## config.mk

```make
export PLATFORM = sky130hd
export DESIGN_NAME = crop_luma_appearance_stats_flat
export DESIGN_NICKNAME = d
export VERILOG_FILES = /design/src/design/clas_pkg.sv /design/src/design/clas_pixel_if.sv /design/src/design/clas_result_if.sv /design/src/design/clas_cfg_if.sv /design/src/design/clas_line_store.sv /design/src/design/crop_luma_appearance_stats.sv /design/src/flat_wrapper.sv
export SDC_FILE = /design/constraint.sdc
export NUM_CORES = 2
export LEC_CHECK = 0
export BUFFER_PORTS_ARGS = -buffer_cell sky130_fd_sc_hd__buf_2
export CORE_MARGIN = 5
export CORE_UTILIZATION = 55
export CTS_CLUSTER_DIAMETER = 150
export DETAILED_ROUTE_END_ITERATION = 7
export PLACE_DENSITY_LB_ADDON = 0.12
export SETUP_SLACK_MARGIN = 0.05
export SLEW_MARGIN = 20
export SYNTH_ARGS = -nofsm -noshare
export SYNTH_HDL_FRONTEND = slang
export SYNTH_SLANG_ARGS = --single-unit
```

## constraint.sdc

```tcl
create_clock -name clk -period 8.09 [get_ports clk]
set_input_delay 0.809 -clock clk [delete_from_list [all_inputs] [get_ports clk]]
set_output_delay 0.809 -clock clk [all_outputs]
set_load 0.05 [all_outputs]
```

## src/design/clas_pkg.sv

```systemverilog
// Shared types, constants and helper functions for the crop luma statistics block.
`timescale 1ns / 1ps
package clas_pkg;

  // Field widths
  localparam int LUMA_W     = 8;
  localparam int CFG_IDX_W  = 2;
  localparam int CFG_DATA_W = 17;
  localparam int DIM_CFG_W  = 8;
  localparam int THR_W      = 17;
  localparam int OUT_CNT_W  = 14;
  localparam int FRAC_SHIFT = 16;

  // Default geometry limits
  localparam int MAX_WIDTH_DEF  = 128;
  localparam int MAX_HEIGHT_DEF = 128;

  // Register reset values
  localparam logic [DIM_CFG_W-1:0] CROP_WIDTH_RST  = 8'd79;
  localparam logic [DIM_CFG_W-1:0] CROP_HEIGHT_RST = 8'd79;
  localparam logic [LUMA_W-1:0]    LUMA_RANGE_RST  = 8'd16;
  localparam logic [THR_W-1:0]     EDGE_FRAC_RST   = 17'd3277;

  // Luma weights and edge threshold
  localparam logic [15:0] COEF_BLUE  = 16'd29;
  localparam logic [15:0] COEF_GREEN = 16'd150;
  localparam logic [15:0] COEF_RED   = 16'd77;
  localparam logic [LUMA_W-1:0] EDGE_LIMIT = 8'd18;
  localparam logic [LUMA_W-1:0] LUMA_MAX   = 8'd255;
  localparam logic [LUMA_W-1:0] LUMA_MIN   = 8'd0;

  // Configuration register indexes
  typedef enum logic [CFG_IDX_W-1:0] {
    REG_CROP_WIDTH     = 2'd0,
    REG_CROP_HEIGHT    = 2'd1,
    REG_MIN_LUMA_RANGE = 2'd2,
    REG_MIN_EDGE_FRAC  = 2'd3
  } cfg_reg_t;

  // One line store entry: luma of the pixel above and its horizontal edge flag
  typedef struct packed {
    logic [LUMA_W-1:0] luma;
    logic              hedge;
  } line_entry_t;

  // Weighted luma, integer part only
  function automatic logic [LUMA_W-1:0] luma_of(input logic [7:0] b,
                                                input logic [7:0] g,
                                                input logic [7:0] r);
    logic [15:0] sum;
    sum = 16'(b) * COEF_BLUE + 16'(g) * COEF_GREEN + 16'(r) * COEF_RED;
    return sum[15:8];
  endfunction

  // Absolute luma difference at or above the edge threshold
  function automatic logic is_edge(input logic [LUMA_W-1:0] a,
                                   input logic [LUMA_W-1:0] b);
    logic [LUMA_W-1:0] diff;
    diff = (a >= b) ? (a - b) : (b - a);
    return diff >= EDGE_LIMIT;
  endfunction

  // Zero counts as one, anything above the limit saturates
  function automatic logic [DIM_CFG_W-1:0] clamp_dim(input logic [DIM_CFG_W-1:0] v,
                                                     input logic [DIM_CFG_W-1:0] lim);
    logic [DIM_CFG_W-1:0] res;
    if (v == '0) begin
      res = DIM_CFG_W'(1);
    end else if (v > lim) begin
      res = lim;
    end else begin
      res = v;
    end
    return res;
  endfunction

endpackage

```

## src/design/clas_pixel_if.sv

```systemverilog
// Pixel input channel: valid/ready handshake with BGR payload.
`timescale 1ns / 1ps
interface clas_pixel_if;
  logic                       valid;
  logic                       ready;
  logic [clas_pkg::LUMA_W-1:0] pixel_blue;
  logic [clas_pkg::LUMA_W-1:0] pixel_green;
  logic [clas_pkg::LUMA_W-1:0] pixel_red;

  modport source (output valid, output pixel_blue, output pixel_green, output pixel_red,
                  input ready);
  modport sink (input valid, input pixel_blue, input pixel_green, input pixel_red,
                output ready);
endinterface

```

## src/design/clas_result_if.sv

```systemverilog
// Result output channel: valid/ready handshake with crop statistics payload.
`timescale 1ns / 1ps
interface clas_result_if;
  logic                          valid;
  logic                          ready;
  logic [clas_pkg::LUMA_W-1:0]    lowest_luma;
  logic [clas_pkg::LUMA_W-1:0]    highest_luma;
  logic [clas_pkg::OUT_CNT_W-1:0] edge_hits;
  logic [clas_pkg::OUT_CNT_W-1:0] tested_pixels;
  logic                          low_information;

  modport source (output valid, output lowest_luma, output highest_luma, output edge_hits,
                  output tested_pixels, output low_information, input ready);
  modport sink (input valid, input lowest_luma, input highest_luma, input edge_hits,
                input tested_pixels, input low_information, output ready);
endinterface

```

## src/design/clas_cfg_if.sv

```systemverilog
// Configuration write channel: valid/ready handshake with register index and data.
`timescale 1ns / 1ps
interface clas_cfg_if;
  logic                           valid;
  logic                           ready;
  logic [clas_pkg::CFG_IDX_W-1:0]  index;
  logic [clas_pkg::CFG_DATA_W-1:0] data;

  modport source (output valid, output index, output data, input ready);
  modport sink (input valid, input index, input data, output ready);
endinterface

```

## src/design/clas_line_store.sv

```systemverilog
// One-row line store: synchronous memory with registered read and write-to-read bypass.
`timescale 1ns / 1ps
module clas_line_store #(
  parameter int DEPTH = clas_pkg::MAX_WIDTH_DEF
) (
  input  logic                       clk,
  input  logic                       rd_en,
  input  logic [$clog2(DEPTH)-1:0]   rd_addr,
  output clas_pkg::line_entry_t      rd_data,
  input  logic                       wr_en,
  input  logic [$clog2(DEPTH)-1:0]   wr_addr,
  input  clas_pkg::line_entry_t      wr_data
);
  import clas_pkg::*;

  line_entry_t mem [DEPTH];

  // Write port
  always_ff @(posedge clk) begin
    if (wr_en) begin
      mem[wr_addr] <= wr_data;
    end
  end

  // Read port, bypass a write to the same entry in the same cycle
  always_ff @(posedge clk) begin
    if (rd_en) begin
      if (wr_en && (wr_addr == rd_addr)) begin
        rd_data <= wr_data;
      end else begin
        rd_data <= mem[rd_addr];
      end
    end
  end

endmodule

```

## src/design/crop_luma_appearance_stats.sv

```systemverilog
// Top level: crop luma min/max, gradient edge count and low-information flag.
//
//  Channel  Role   Transaction carries
//  -------  -----  ----------------------------------------------------------
//  pixel    sink   one BGR pixel of the crop, raster order
//  cfg      sink   register index and write data (width, height, thresholds)
//  result   source min, max, edge hits, tested pixels, low-information flag
//
// One pixel per cycle sustained; an accepted pixel is registered into the line
// store read stage, and the crop result is loaded into the output register when
// the last pixel leaves that stage. The line store has one read and one write
// port, which sets the single-pixel-per-cycle rate. Reset is synchronous and
// needs no clearing pass. Pixels keep flowing while a result waits; only the
// last pixel of the next crop holds when the previous result is still untaken.
`timescale 1ns / 1ps
module crop_luma_appearance_stats #(
  parameter int MAX_WIDTH  = clas_pkg::MAX_WIDTH_DEF,
  parameter int MAX_HEIGHT = clas_pkg::MAX_HEIGHT_DEF
) (
  input  logic            clk,
  input  logic            rst,
  clas_pixel_if.sink      pixel,
  clas_cfg_if.sink        cfg,
  clas_result_if.source   result
);
  import clas_pkg::*;

  // Geometry limits: an 8-bit register cannot exceed 255
  localparam int WLIM   = (MAX_WIDTH  < 255) ? MAX_WIDTH  : 255;
  localparam int HLIM   = (MAX_HEIGHT < 255) ? MAX_HEIGHT : 255;
  localparam int COL_W  = $clog2(MAX_WIDTH);
  localparam int ROW_W  = $clog2(MAX_HEIGHT);
  localparam int WDIM_W = $clog2(WLIM + 1);
  localparam int HDIM_W = $clog2(HLIM + 1);
  localparam int SMUL_W = WDIM_W + HDIM_W;
  localparam int CNT_W  = $clog2((WLIM - 1) * (HLIM - 1) + 1);
  localparam int PROD_W = CNT_W + THR_W;

  // Configuration registers
  logic [WDIM_W-1:0] width_eff;
  logic [HDIM_W-1:0] height_eff;
  logic [LUMA_W-1:0] luma_range_min;
  logic [THR_W-1:0]  edge_frac_min;

  logic [WDIM_W-1:0] width_next;
  logic [HDIM_W-1:0] height_next;
  logic [SMUL_W-1:0] samples_next;
  logic [CNT_W-1:0]  sample_count;
  logic [PROD_W-1:0] thr_product;
  logic              cfg_write;
  logic              geom_write;

  // Crop position
  logic [COL_W-1:0] col_pos;
  logic [ROW_W-1:0] row_pos;
  logic             col_last;
  logic             row_last;

  // Line store read stage
  logic              s_valid;
  logic [LUMA_W-1:0] s_luma;
  logic [COL_W-1:0]  s_col;
  logic              s_first;
  logic              s_vtest;
  logic              s_last;
  line_entry_t       above;
  line_entry_t       wr_entry;
  logic              wr_en;

  // Running statistics
  logic [LUMA_W-1:0] running_min;
  logic [LUMA_W-1:0] running_max;
  logic [CNT_W-1:0]  edge_total;
  logic [LUMA_W-1:0] left_luma;
  logic [LUMA_W-1:0] min_new;
  logic [LUMA_W-1:0] max_new;
  logic [CNT_W-1:0]  hits_new;
  logic              edge_hit;
  logic              low_range;
  logic              low_frac;

  // Output register
  logic              out_valid;
  logic              stall;
  logic              advance;
  logic              accept;

  // Handshake
  assign stall   = s_valid && s_last && out_valid && !result.ready;
  assign advance = s_valid && !stall;
  assign pixel.ready = !rst && !stall;
  assign accept  = pixel.valid && pixel.ready;
  assign cfg.ready = !rst;
  assign cfg_write = cfg.valid && cfg.ready;
  assign geom_write = cfg_write &&
                      ((cfg.index == REG_CROP_WIDTH) || (cfg.index == REG_CROP_HEIGHT));

  // Next geometry, seen at the write so the sample count is ready by the next pixel
  always_comb begin
    width_next  = width_eff;
    height_next = height_eff;
    if (rst) begin
      width_next  = WDIM_W'(clamp_dim(CROP_WIDTH_RST, DIM_CFG_W'(WLIM)));
      height_next = HDIM_W'(clamp_dim(CROP_HEIGHT_RST, DIM_CFG_W'(HLIM)));
    end else if (cfg_write) begin
      case (cfg.index)
        REG_CROP_WIDTH: begin
          width_next = WDIM_W'(clamp_dim(cfg.data[DIM_CFG_W-1:0], DIM_CFG_W'(WLIM)));
        end
        REG_CROP_HEIGHT: begin
          height_next = HDIM_W'(clamp_dim(cfg.data[DIM_CFG_W-1:0], DIM_CFG_W'(HLIM)));
        end
        default: begin
        end
      endcase
    end
  end

  assign samples_next = SMUL_W'(width_next - WDIM_W'(1)) * SMUL_W'(height_next - HDIM_W'(1));

  // Track sample count and the threshold product every cycle
  always_ff @(posedge clk) begin
    sample_count <= samples_next[CNT_W-1:0];
    thr_product  <= PROD_W'(edge_frac_min) * PROD_W'(sample_count);
  end

  // Configuration registers
  always_ff @(posedge clk) begin
    if (rst) begin
      width_eff      <= width_next;
      height_eff     <= height_next;
      luma_range_min <= LUMA_RANGE_RST;
      edge_frac_min  <= EDGE_FRAC_RST;
    end else begin
      width_eff  <= width_next;
      height_eff <= height_next;
      if (cfg_write) begin
        case (cfg.index)
          REG_MIN_LUMA_RANGE: luma_range_min <= cfg.data[LUMA_W-1:0];
          REG_MIN_EDGE_FRAC:  edge_frac_min  <= cfg.data[THR_W-1:0];
          default: begin
          end
        endcase
      end
    end
  end

  // Position decode
  assign col_last = (WDIM_W'(col_pos) == (width_eff - WDIM_W'(1)));
  assign row_last = (HDIM_W'(row_pos) == (height_eff - HDIM_W'(1)));

  // Advance the raster position and load the read stage
  always_ff @(posedge clk) begin
    if (rst) begin
      col_pos <= '0;
      row_pos <= '0;
      s_valid <= 1'b0;
    end else begin
      if (accept) begin
        s_valid <= 1'b1;
      end else if (advance) begin
        s_valid <= 1'b0;
      end
      if (accept) begin
        if (col_last) begin
          col_pos <= '0;
          row_pos <= row_last ? '0 : row_pos + ROW_W'(1);
        end else begin
          col_pos <= col_pos + COL_W'(1);
        end
      end
      if (geom_write) begin
        col_pos <= '0;
        row_pos <= '0;
      end
    end
  end

  always_ff @(posedge clk) begin
    if (accept) begin
      s_luma  <= luma_of(pixel.pixel_blue, pixel.pixel_green, pixel.pixel_red);
      s_col   <= col_pos;
      s_first <= (col_pos == '0);
      s_vtest <= (row_pos != '0) && !col_last;
      s_last  <= col_last && row_last;
    end
  end

  // Line store: read the entry above on accept, write back the left neighbour
  assign wr_en          = advance && !s_first;
  assign wr_entry.luma  = left_luma;
  assign wr_entry.hedge = is_edge(left_luma, s_luma);

  clas_line_store #(
    .DEPTH (MAX_WIDTH)
  ) u_line_store (
    .clk     (clk),
    .rd_en   (accept),
    .rd_addr (col_pos),
    .rd_data (above),
    .wr_en   (wr_en),
    .wr_addr (s_col - COL_W'(1)),
    .wr_data (wr_entry)
  );

  // Update statistics for the pixel in the read stage
  assign edge_hit  = s_vtest && (is_edge(s_luma, above.luma) || above.hedge);
  assign min_new   = (s_luma < running_min) ? s_luma : running_min;
  assign max_new   = (s_luma > running_max) ? s_luma : running_max;
  assign hits_new  = edge_total + CNT_W'(edge_hit);
  assign low_range = (max_new - min_new) < luma_range_min;
  assign low_frac  = (sample_count == '0) ? (edge_frac_min != '0) :
                     (PROD_W'({hits_new, FRAC_SHIFT'(0)}) < thr_product);

  always_ff @(posedge clk) begin
    if (rst) begin
      running_min <= LUMA_MAX;
      running_max <= LUMA_MIN;
      edge_total  <= '0;
      left_luma   <= '0;
    end else begin
      if (advance) begin
        if (s_last) begin
          running_min <= LUMA_MAX;
          running_max <= LUMA_MIN;
          edge_total  <= '0;
          left_luma   <= '0;
        end else begin
          running_min <= min_new;
          running_max <= max_new;
          edge_total  <= hits_new;
          left_luma   <= s_luma;
        end
      end
      if (geom_write) begin
        running_min <= LUMA_MAX;
        running_max <= LUMA_MIN;
        edge_total  <= '0;
        left_luma   <= '0;
      end
    end
  end

  // Output register: load on the last pixel, drop on transaction
  always_ff @(posedge clk) begin
    if (rst) begin
      out_valid <= 1'b0;
    end else if (advance && s_last) begin
      out_valid <= 1'b1;
    end else if (result.ready) begin
      out_valid <= 1'b0;
    end
  end

  always_ff @(posedge clk) begin
    if (advance && s_last) begin
      result.lowest_luma     <= min_new;
      result.highest_luma    <= max_new;
      result.edge_hits       <= OUT_CNT_W'(hits_new);
      result.tested_pixels   <= OUT_CNT_W'(sample_count);
      result.low_information <= low_range || low_frac;
    end
  end

  assign result.valid = out_valid;

  // Checks
  a_edges_bounded: assert property (@(posedge clk) disable iff (rst)
    edge_total <= sample_count)
    else $error("edge total exceeds sample count");

  a_col_in_crop: assert property (@(posedge clk) disable iff (rst)
    WDIM_W'(col_pos) < width_eff)
    else $error("column position outside crop");

  a_result_from_last: assert property (@(posedge clk) disable iff (rst)
    $rose(out_valid) |-> $past(advance && s_last))
    else $error("result raised without a last pixel");

  a_stall_holds: assert property (@(posedge clk) disable iff (rst)
    stall |=> (s_valid && s_last && $stable(s_luma) && $stable(s_col)))
    else $error("stalled pixel lost its stage");

endmodule
```

## src/flat_wrapper.sv

```systemverilog
// flat-port wrapper written by rule: the top's interface ports become plain ports
module crop_luma_appearance_stats_flat import clas_pkg::*;
#(
  parameter int MAX_WIDTH  = clas_pkg::MAX_WIDTH_DEF,
  parameter int MAX_HEIGHT = clas_pkg::MAX_HEIGHT_DEF
)
  (clk, rst, pixel_valid, pixel_pixel_blue, pixel_pixel_green, pixel_pixel_red, pixel_ready, cfg_valid, cfg_index, cfg_data, cfg_ready, result_valid, result_lowest_luma, result_highest_luma, result_edge_hits, result_tested_pixels, result_low_information, result_ready);
  clas_pixel_if pixel_i ();
  clas_cfg_if cfg_i ();
  clas_result_if result_i ();
  input  logic clk;
  input  logic rst;
  input wire logic [$bits(pixel_i.valid)-1:0] pixel_valid;
  input wire logic [$bits(pixel_i.pixel_blue)-1:0] pixel_pixel_blue;
  input wire logic [$bits(pixel_i.pixel_green)-1:0] pixel_pixel_green;
  input wire logic [$bits(pixel_i.pixel_red)-1:0] pixel_pixel_red;
  output wire logic [$bits(pixel_i.ready)-1:0] pixel_ready;
  input wire logic [$bits(cfg_i.valid)-1:0] cfg_valid;
  input wire logic [$bits(cfg_i.index)-1:0] cfg_index;
  input wire logic [$bits(cfg_i.data)-1:0] cfg_data;
  output wire logic [$bits(cfg_i.ready)-1:0] cfg_ready;
  output wire logic [$bits(result_i.valid)-1:0] result_valid;
  output wire logic [$bits(result_i.lowest_luma)-1:0] result_lowest_luma;
  output wire logic [$bits(result_i.highest_luma)-1:0] result_highest_luma;
  output wire logic [$bits(result_i.edge_hits)-1:0] result_edge_hits;
  output wire logic [$bits(result_i.tested_pixels)-1:0] result_tested_pixels;
  output wire logic [$bits(result_i.low_information)-1:0] result_low_information;
  input wire logic [$bits(result_i.ready)-1:0] result_ready;
  assign pixel_i.valid = pixel_valid;
  assign pixel_i.pixel_blue = pixel_pixel_blue;
  assign pixel_i.pixel_green = pixel_pixel_green;
  assign pixel_i.pixel_red = pixel_pixel_red;
  assign pixel_ready = pixel_i.ready;
  assign cfg_i.valid = cfg_valid;
  assign cfg_i.index = cfg_index;
  assign cfg_i.data = cfg_data;
  assign cfg_ready = cfg_i.ready;
  assign result_valid = result_i.valid;
  assign result_lowest_luma = result_i.lowest_luma;
  assign result_highest_luma = result_i.highest_luma;
  assign result_edge_hits = result_i.edge_hits;
  assign result_tested_pixels = result_i.tested_pixels;
  assign result_low_information = result_i.low_information;
  assign result_i.ready = result_ready;
  crop_luma_appearance_stats #(.MAX_WIDTH(MAX_WIDTH), .MAX_HEIGHT(MAX_HEIGHT)) u_core (.clk(clk), .rst(rst), .pixel(pixel_i), .cfg(cfg_i), .result(result_i));
endmodule
```

==> qor.log <==
[finish] commonest non-fill, non-tap cell in the layout sky130_fd_sc_hd__edfxtp_1
[synth] number of flops mapped to enable cells by yosys 1224
[finish] share of cells above drive strength 1 17.0%
[grt] first-pass GRT wire length 242 mm
[floorplan] count of boundary I/O pins 96
[detailed_routing] detailed-route via count 37700
[setup_path] buffering stage count on the worst path with inverters included 5
[detailed_routing] post-route ant nets 0
[detailed_routing] via-per-instance ratio 5.94
[power_and_ir_drop] ratio of total power to cell area 401 mW/mm2
[grt] via count of the first global-routing pass 38200
[place] Cell Count Post-Placement 6093
[sta] slew of the pin with the lowest slew margin 1100 ps
[finish] total area of sequential cells 0.0396 mm2
[detailed_routing] iteration count of the initial detailed-routing pass 6
[clock_network] clock network latency to the later pin of the worst-skew pair 770 ps
[synth] total of flip-flops plus latches after synthesis 1364
[detailed_routing] DRC violations left 0
[grt] total global-route track usage 24.5%
[power_and_ir_drop] worst voltage drop across the vdd grid 1.04 mV
[place] final weighted congestion in routability-driven placement 0.860
[clock_network] setup bufs post-CTS 0
[floorplan] die span in x 363 um
[finish] antenna cells 0
[place] quantity of I/O buffers inserted on ports 95
[sta] highest attainable clock frequency 0.144 GHz
[sta] post-route worst hold slack 272 ps
[detailed_routing] routed wirelength normalized by instance count 25.0 um
[clock_network] clock tree from TritonCTS built
[clock_network] cts repair resizes 0
[sta] fin. max-slew vios 0
[setup_path] largest fanout on the critical path 8
[clock_network] Clock Path Buffers 3
[setup_path] slowest cell delay on critical path 610 ps
[floorplan] Chip Height 363 um
[clock_network] total CTS buffers 139
[setup_path] element type at the critical path end flop
[synth] portion of the post-synthesis area used by sequential elements 57.7%
[detailed_routing] Final Routed Wirelength 158 mm
[synth] post-synthesis instance area 0.0686 mm2
[synth] most instantiated flip-flop cell in the synthesis netlist sky130_fd_sc_hd__edfxtp_1
[clock_network] CTS Hold Bufs 0
[sta] setup repair after global routing missed its margin no
[setup_path] Arrival @ worst endpoint 7590 ps
[floorplan] effective utilization at floorplan 55.4%
[synth] total of warnings raised by yosys 0
[power_and_ir_drop] Leak 0.0278 uW
[finish] # fillers 9177
[finish] Cell Count, Final, Fillers Out 6342
[grt] maximum number of pins on one net before global-route repair 110
[synth] Syn Inst Count 4471
[setup_path] dominant cell type by count on the critical path sky130_fd_sc_hd__fa_1
[sta] worst-case clock skew 45.6 ps
[flow_run] Max-Cap Viols 0
[floorplan] full die area 0.132 mm2
[synth] share of synthesized registers carrying an async set or reset 0%
[floorplan] CORE AREA 0.124 mm2
[floorplan] count of standard-cell rows 129
[clock_network] Clock Sink Count 1364
[hold_path] classification of the worst-slack hold path primary input to flop
[synth] Synth cell types 87
[setup_path] gate family responsible for the most delay along the worst path adder cells
[sta] final setup vio count 0
[sta] final hold viol count 0
[synth] syn_nets 5122
[detailed_routing] count of routing violations after the opening detailed-route iteration 3640
[finish] layout overhead on the synthesized area 10.1%
[finish] multi-input combinational cell area 0.0265 mm2
[sta] final critical-path required period 6950 ps
[clock_network] clock slew seen by the registers of the worst setup and hold paths 60 ps
[run_status] outcome finished, final reports clean
[sta] Slew HR 26.2%
[place] dpl hpwl 103 mm
[clock_network] root cell of the clock tree sky130_fd_sc_hd__clkbuf_16
[synth] mean instance size in the synthesized netlist 15.3 um2
[finish] top library cells by usage in the layout, fill and taps aside sky130_fd_sc_hd__edfxtp_1, sky130_fd_sc_hd__inv_1, sky130_fd_sc_hd__mux4_2
[grt] number of antenna violations at the first check in global routing 3
[grt] residual overflow from global routing 0
[setup_path] master of the slowest instance on the critical path sky130_fd_sc_hd__or3b_1
[setup_path] data required time of the worst path 8730 ps
[finish] Net count, final 5248
[setup_path] Startpoint Class primary input
[setup_path] Setup CP Type primary input to flop
[sta] crit share post-route 85.9%
[place] Post-Place Setup Slack 436 ps
[sta] setup tns final 0 ps
[sta] final critical-path setup slack 1140 ps
[clock_network] level count of the clock H-tree 4
area by class of cell:
class	instances	area share, %
well taps	1637	2.71
clock buffers	177	4.84
repair buffers	170	1.43
clock inverters	72	1.09
flip-flops and latches	1364	52.4
inverters	482	2.40
multi-input cells	2440	35.1
cell families (layout without fill, tap and decap cells):
| logic type | Yosys count | in the layout | synth area share (%) |
|---|---|---|---|
| flops | 1364 | 1364 | 57.7 |
| mux | 395 | 395 | 12.6 |
| fa+ha+maj | 603 | 603 | 14.2 |
| simple gates | 928 | 928 | 6.28 |
| buf+inv | 667 | 901 | 3.72 |
| xor+xnor | 146 | 146 | 2.04 |
| compound gates | 368 | 368 | 3.50 |
registers in the layout, summed over array words and instances, names as in the netlist, 9 cells and up:
signal / count
u_core.u_line_store.mem: 1152
u_core.thr_product: 31
u_core.edge_frac_min: 17
u_core.edge_total: 14
u_core.result.edge_hits: 14
u_core.result.tested_pixels: 14
u_core.sample_count: 14
u_core.u_line_store.rd_data: 9
synthesized netlist by cell type, types with 28 or more instances:
master                     count  area (um2)
sky130_fd_sc_hd__edfxtp_1   1224       36800
sky130_fd_sc_hd__inv_1       479        1800
sky130_fd_sc_hd__mux4_2      371        8360
sky130_fd_sc_hd__ha_1        309        3870
sky130_fd_sc_hd__nor2_1      302        1130
sky130_fd_sc_hd__nand2_1     296        1110
sky130_fd_sc_hd__fa_1        294        5890
sky130_fd_sc_hd__dfxtp_1     140        2800
sky130_fd_sc_hd__clkbuf_1    127         477
sky130_fd_sc_hd__a21oi_1     119         596
sky130_fd_sc_hd__and2_1      109         682
sky130_fd_sc_hd__xnor2_1      94         823
sky130_fd_sc_hd__o21ai_0      57         285
sky130_fd_sc_hd__xor2_1       43         377
sky130_fd_sc_hd__buf_1        42         158
sky130_fd_sc_hd__a21o_1       38         285
sky130_fd_sc_hd__nand3_1      35         175
sky130_fd_sc_hd__nor2b_1      29         181
sky130_fd_sc_hd__a211oi_1     28         210
sky130_fd_sc_hd__nor3_1       28         140
stage by stage:
stage	total power (uW)	utilization, %	instance area [um2]
after detailed placement	24000	57.4	71000
final	30300	61.0	75500
after global routing	33000	61.0	75500
after floorplan	20200	-	68600
after CTS	30400	61.0	75500
after global placement	23800	57.4	71000
worst paths after layout:
| check | end | from | slack (ps) | cells after the start |
|---|---|---|---|---|
| worst max register to register | u_core.result.low_information | u_core.s_luma[0] | 1270 | 28 |
| worst min register to register | u_core.luma_range_min[3] | u_core.luma_range_min[3] | 460 | 2 |
| worst min-delay path | u_core.s_valid | pixel_valid | 270 | 3 |
| worst max-delay path | u_core.sample_count[13] | cfg_index[0] | 1140 | 25 |
worst reg2reg max path, delay by kind of cell, from the launching register on:
family	cells	cell delay, ps
fa+ha+maj	5	1390
simple gates	6	1040
buf+inv	3	530
flops	1	520
compound gates	12	2600
xor+xnor	2	530
per-layer routing:
| layer | track usage [%] | up-vias | part of all wire [%] |
|---|---|---|---|
| li1 | - | 16600 | - |
| met1 | 35.8 | 19400 | 43 |
| met2 | 38.4 | 1450 | 47 |
| met3 | 5.02 | 218 | 7.5 |
| met4 | 6.59 | 2 | 2.5 |
| met5 | 0 | - | 0.0082 |
where the power goes:
group | leakage (uW) | internal, uW | total (uW) | switching (uW)
logic | 0.0129 | 6540 | 15400 | 8880
registers | 0.0128 | 8280 | 8590 | 310
clock network | 0.00216 | 3560 | 6280 | 2720
total | 0.0278 | 18400 | 30300 | 11900
Note: power is estimated with default switching activity, not from simulation.
